$ cat config.mk
export PLATFORM = sky130hd
export DESIGN_NAME = utf8_byte_stream_decoder_core
export DESIGN_NICKNAME = d
export VERILOG_FILES = /design/src/hw/rtl/u8dec_pkg.sv /design/src/hw/rtl/u8dec_step.sv /design/src/hw/rtl/utf8_byte_stream_decoder_core.sv
export SDC_FILE = /design/constraint.sdc
export NUM_CORES = 1
export LEC_CHECK = 0
export BUFFER_PORTS_ARGS = -buffer_cell sky130_fd_sc_hd__buf_2
export CORE_ASPECT_RATIO = 2
export CORE_MARGIN = 8
export CORE_UTILIZATION = 50
export CTS_BUF_LIST = sky130_fd_sc_hd__clkbuf_4 sky130_fd_sc_hd__clkbuf_8
export CTS_CLUSTER_DIAMETER = 50
export DETAILED_ROUTE_END_ITERATION = 10
export PLACE_DENSITY = 0.81
export RECOVER_POWER = 100
export SETUP_SLACK_MARGIN = 0.1
export SYNTH_ARGS = -nofsm -noshare
export SYNTH_HDL_FRONTEND = slang
export SYNTH_SLANG_ARGS = --single-unit
$ cat constraint.sdc
create_clock -name clk -period 2.6 [get_ports clk]
set_clock_uncertainty 0.1 [all_clocks]
set_input_delay 0.13 -clock clk [delete_from_list [all_inputs] [get_ports clk]]
set_output_delay 0.13 -clock clk [all_outputs]
set_load 0.005 [all_outputs]
$ cat src/hw/rtl/u8dec_pkg.sv
// Shared types and constants for the UTF-8 byte stream decoder.
`timescale 1ns / 1ps
`default_nettype none

package u8dec_pkg;

  localparam int unsigned ByteW = 8;
  localparam int unsigned CpW   = 21;
  localparam int unsigned PendW = 2;

  // Number of continuation bytes that each lead class expects.
  localparam logic [PendW-1:0] PendNone  = 2'd0;
  localparam logic [PendW-1:0] PendTwo   = 2'd1;
  localparam logic [PendW-1:0] PendThree = 2'd2;
  localparam logic [PendW-1:0] PendFour  = 2'd3;

  // Top two bits of a continuation byte.
  localparam logic [1:0] ContTag = 2'b10;

  // Sequence state that is carried from one byte to the next.
  typedef struct packed {
    logic [PendW-1:0] bytes_pending;
    logic [CpW-1:0]   gathered_bits;
  } seq_state_t;

  // Outcome of decoding one byte.
  typedef struct packed {
    seq_state_t     state_next;
    logic           emit;
    logic [CpW-1:0] code_point;
  } step_result_t;

endpackage : u8dec_pkg

`default_nettype wire

$ cat src/hw/rtl/u8dec_step.sv
// Combinational decode of one byte against the current sequence state.
`timescale 1ns / 1ps
`default_nettype none

module u8dec_step
  import u8dec_pkg::*;
(
  input  wire seq_state_t       state,
  input  wire logic [ByteW-1:0] data_byte,
  output step_result_t          result
);

  logic [PendW-1:0] pending_dec;
  logic [CpW-1:0]   shifted;

  // Continuation path: six more payload bits, one fewer byte expected.
  assign pending_dec = state.bytes_pending - PendTwo;
  assign shifted     = {state.gathered_bits[CpW-7:0], data_byte[5:0]};

  always_comb begin
    result            = '0;
    result.state_next = state;

    if (data_byte == '0) begin
      // End of string clears any partial sequence.
      result.state_next = '0;
    end else if (state.bytes_pending != PendNone && data_byte[7:6] == ContTag) begin
      if (pending_dec == PendNone) begin
        result.emit       = 1'b1;
        result.code_point = shifted;
        result.state_next = '0;
      end else begin
        result.state_next.bytes_pending = pending_dec;
        result.state_next.gathered_bits = shifted;
      end
    end else begin
      // Any partial sequence is dropped and the byte is taken as a lead.
      result.state_next = '0;
      case (data_byte) inside
        [8'h01:8'h7F]: begin
          result.emit       = 1'b1;
          result.code_point = {{(CpW-ByteW){1'b0}}, data_byte};
        end
        [8'hC0:8'hDF]: begin
          result.state_next.bytes_pending = PendTwo;
          result.state_next.gathered_bits = {{(CpW-5){1'b0}}, data_byte[4:0]};
        end
        [8'hE0:8'hEF]: begin
          result.state_next.bytes_pending = PendThree;
          result.state_next.gathered_bits = {{(CpW-4){1'b0}}, data_byte[3:0]};
        end
        [8'hF0:8'hF7]: begin
          result.state_next.bytes_pending = PendFour;
          result.state_next.gathered_bits = {{(CpW-3){1'b0}}, data_byte[2:0]};
        end
        default: begin
          // Stray continuation bytes and 0xF8-0xFF are dropped.
          result.state_next = '0;
        end
      endcase
    end
  end

endmodule : u8dec_step

`default_nettype wire

$ cat src/hw/rtl/utf8_byte_stream_decoder_core.sv
// Top level of the UTF-8 byte stream decoder: input register, decode, result register.
//
//   Channel | Direction | Handshake            | Payload
//   --------+-----------+----------------------+------------------------
//   in      | sink      | in_valid / in_stall  | data_byte [7:0]
//   out     | source    | out_valid / out_stall| code_point [20:0]
//
// Each byte is registered in the input register and then decoded into the
// result register; a code point is written there once its last byte leaves
// the input register. One byte per cycle is sustained while out_stall is low;
// the rate is set by the single decode step between the two registers. Reset
// clears both valid flags and the sequence state. While out_stall holds a
// result, the input register keeps one more byte and then in_stall rises.
`timescale 1ns / 1ps
`default_nettype none

module utf8_byte_stream_decoder_core
  import u8dec_pkg::*;
(
  input  wire logic             clk,
  input  wire logic             rst,
  input  wire logic             in_valid,
  output logic                  in_stall,
  input  wire logic [ByteW-1:0] data_byte,
  output logic                  out_valid,
  input  wire logic             out_stall,
  output logic [CpW-1:0]        code_point
);

  logic             byte_valid;
  logic [ByteW-1:0] byte_reg;
  seq_state_t       seq_state;
  step_result_t     step;
  logic             out_free;

  // The result register can take a new beat when empty or being drained.
  assign out_free = !out_valid || !out_stall;
  assign in_stall = byte_valid && !out_free;

  // Input register.
  always_ff @(posedge clk) begin
    if (rst) begin
      byte_valid <= 1'b0;
    end else if (!in_stall) begin
      byte_valid <= in_valid;
    end
  end

  always_ff @(posedge clk) begin
    if (!in_stall) begin
      byte_reg <= data_byte;
    end
  end

  u8dec_step u_step (
    .state     (seq_state),
    .data_byte (byte_reg),
    .result    (step)
  );

  // Sequence state advances when the held byte moves on.
  always_ff @(posedge clk) begin
    if (rst) begin
      seq_state <= '0;
    end else if (byte_valid && out_free) begin
      seq_state <= step.state_next;
    end
  end

  // Result register.
  always_ff @(posedge clk) begin
    if (rst) begin
      out_valid <= 1'b0;
    end else if (out_free) begin
      out_valid <= byte_valid && step.emit;
    end
  end

  always_ff @(posedge clk) begin
    if (out_free && byte_valid && step.emit) begin
      code_point <= step.code_point;
    end
  end

endmodule : utf8_byte_stream_decoder_core

`default_nettype wire

==> summary.md <==
| Metric | Value |
|---|---|
| Largest delay share family, worst path | simple AND/OR/NAND/NOR gates |
| Fin. max-slew vios | 0 |
| Synth Area in Adders | 0.0129 |
| CTS tree | built |
| Synthesized area per cell | between 10 and 15 um2 |
| Core ar. | 3800 um2 |
| Die Ht | between 100 and 150 um |
| Worst Path Buf+Inv | 1 |
| Final Hold Vio Count | 0 |
| Antenna diodes | 0 |
| Slew @ Worst Pin | 0.651 ns |
| Fin crit share | 0.816 |
| IO buf count | 34 |
| Hold EP | out_valid$_SDFFE_PP0N_ |
| Crit path capture type | flip-flop |
| Critical path type | flip-flop to flip-flop |
| Critical-path top delay cell | edfxtp_1 |
| Vias in the first global route | around 1.3k |
| Fmax achieved | 471 MHz |
| Worst Path Max Fanout | 21 |
| Largest net degree at the start of global routing | 25 |
| Congestion Overflow GR | 0 |
| Unrepaired setup endpoints after global routing | false |
| Clock Pin Slew Worst Setup and Hold Paths | 0.08 ns |
| Total wire length | 3620 um |
| Most common cell after layout, fill and taps aside | edfxtp_1 |
| Initial antenna violation count | 0 |
| Fin Setup TNS | 0 ns |
| Arrival @ worst endpoint | 1.99 ns |
| Cells after Synth | 161 |
| Worst setup startpoint | byte_reg[6]$_DFFE_PN_ |
| Max reg flops | 21 |
| Multi-input gate area | 613 um2 |
| Yosys reg bits | 48 |
| Hold Crit Depth | 3 |
| WP data required | 2.46 ns |
| Area growth syn-to-layout | 18.4% |
| Most frequent cells in the layout | edfxtp_1, buf_2, dfxtp_1 |
| Pwr dens | 600 nW/um2 |
| CTS Sinks | 48 |
| DR vias/cell | 5.13 |
| Post-synthesis compound-gate area fraction | 0.101 |
| Worst r2r dst | code_point[12]$_SDFFCE_PN0P_ |
| Reg2reg start | byte_reg[6]$_DFFE_PN_ |
| Reg2Reg Depth | 4 |
| Clk_lat worst skew | 0.29 ns |
| First-pass GRT wire length | 5840 um |
| Maximum clock path buffer count | 2 |
| Static Leak | 0.817 nW |
| Number of synthesized flops with an enable pin | 29 |
| Routed vias | 1312 |
| Worst vdd ir | ~530 uV |
| Relative slew slack | 0.564 |
| Gpl congestion | 0.884 |
| Hold path start | out_stall |
| Mux cell area share after synthesis | 0 |
| Setup WS pre-CTS | 0.716 ns |
| Tmin final | 2.12 ns |
| Inserted Clock Buffers | 5 |
| Outcome | complete, no violations |
| Distinct cells, synth | 33 |
| Layout cells sized above 1 | 0.166 |
| Die area | 6260 um2 |
| Total track usage | 0.121 |
| Wirelength per Cell | 14.1 um |
| Setup ws final | 0.479 ns |
| Fraction of registers with async set/reset | 0 |
| Router iterations before antenna repair | 4 |
| # nets final | 218 |
| Post-route ant nets | 0 |
| Sequential share of the synthesized area | 0.644 |
| R2R setup slack | ~0.48 ns |
| Cts repair resizes | 0 |
| Startpoint types | flip-flop |
| Final Setup Violations | 0 |
| Clock root cell | clkbuf_8 |
| Synth Flop Type | edfxtp_1 |
| Die Span X | 60.1 um |
| Largest family of logic cells by synthesized area | simple AND/OR/NAND/NOR gates |
| Post-Synth XOR/XNOR Area | 0 |
| Setup bufs post-CTS | 0 |
| Layout fillers | ~330 |
| Hold_buf cts | 9 |
| H-Tree Level Count | 2 |
| DR DRC count | 0 |
| Hold crit path type | input port to flip-flop |
| Max incr delay on CP | approximately 0.55 ns |
| Register area | around 1300 um2 |
| Detail Placement HPWL | 2560 um |
| Warnings from Yosys | 0 |
| Starting DRT DRC Count | 21 |
| Syn nets | 175 |
| Max Cap Violations | 0 |
| Synthesized cell area | 1940 um2 |
| Worst path cell trace | or4_1, o22ai_1, nor2_1, clkbuf_2 |
| I/O pin cnt | 35 |
| Simple-gate share of the synthesized area | 0.205 |
| Row cnt | 32 |
| Initial Util | 0.511 |
cells in the mapped netlist, drive strengths merged, types with 3 or more instances:
master,n,area share
a21oi,13,0.033
and2,20,0.064
buf,7,0.024
dfxtp,19,0.20
edfxtp,29,0.45
inv,6,0.012
nand2,16,0.031
nand2b,3,0.0097
nand3,12,0.031
nand3b,6,0.023
o21ai,4,0.010
cell families after synthesis:
kind of cell	count (synthesis)
AND/OR/NAND/NOR	68
flip-flops	48
buffers and inverters	14
adder cells (fa/ha/maj)	2
AO/OA/AOI/OAI	29
worst register-to-register path: cells and delay by family, from the launching register on:
| kind | cells | cell delay (ns) |
|---|---|---|
| buffers and inverters | 1 | 0.34 |
| and+or+nand+nor | 2 | 0.60 |
| DFF | 1 | 0.55 |
| AOI/OAI and AO/OA | 1 | 0.20 |
power by group:
group	internal, mW	total (mW)	switching (mW)
registers	0.824	0.841	0.0167
logic	0.0388	0.0857	0.0469
clock network	0.215	0.454	0.239
total	1.08	1.38	0.303
per-layer routing:
metal	track usage	wire length (um)	up-vias	part of all wire
li1	-	-	658	-
met1	0.112	1300	600	0.36
met2	0.223	2000	43	0.55
met3	0.0285	177	11	0.049
met4	0.0688	133	0	0.037
met5	0	0	-	0
cell type report:
cell class / instances / area share
flip-flops and latches: 48 / 0.544
multi-input cells: 99 / 0.267
repair buffers: 44 / 0.109
clock buffers: 6 / 0.0359
well taps: 51 / 0.0277
inverters: 6 / 0.00979
clock inverters: 2 / 0.00653
stage by stage:
step / total power [mW] / hold WS (ns) / cell area (um2) / util / cells
2_1_floorplan: 0.906 / 0.129 / 1940 / - / 161
3_3_place_gp: 0.933 / 0.207 / 2130 / 0.561 / 239
3_5_place_dp: 0.936 / 0.208 / 2130 / 0.561 / 239
4_1_cts: 1.39 / 0.0532 / 2320 / 0.611 / 256
5_1_grt: 1.42 / 0.0732 / 2300 / 0.605 / 256
6_report: 1.38 / 0.0588 / 2300 / 0.605 / 256
how the worst max path moves through the flow:
| stage | to | slack, ns | cells after the start |
|---|---|---|---|
| floorplan | code_point[0]$_SDFFCE_PN0P_ | 0.18 | 5 |
| global placement | code_point[1]$_SDFFCE_PN0P_ | 0.75 | 4 |
| detailed placement | code_point[0]$_SDFFCE_PN0P_ | 0.72 | 6 |
| CTS | code_point[3]$_SDFFCE_PN0P_ | 0.70 | 4 |
| global route | code_point[3]$_SDFFCE_PN0P_ | 0.32 | 6 |
| finish | code_point[12]$_SDFFCE_PN0P_ | 0.48 | 4 |
(Power assumes the default switching activity.)
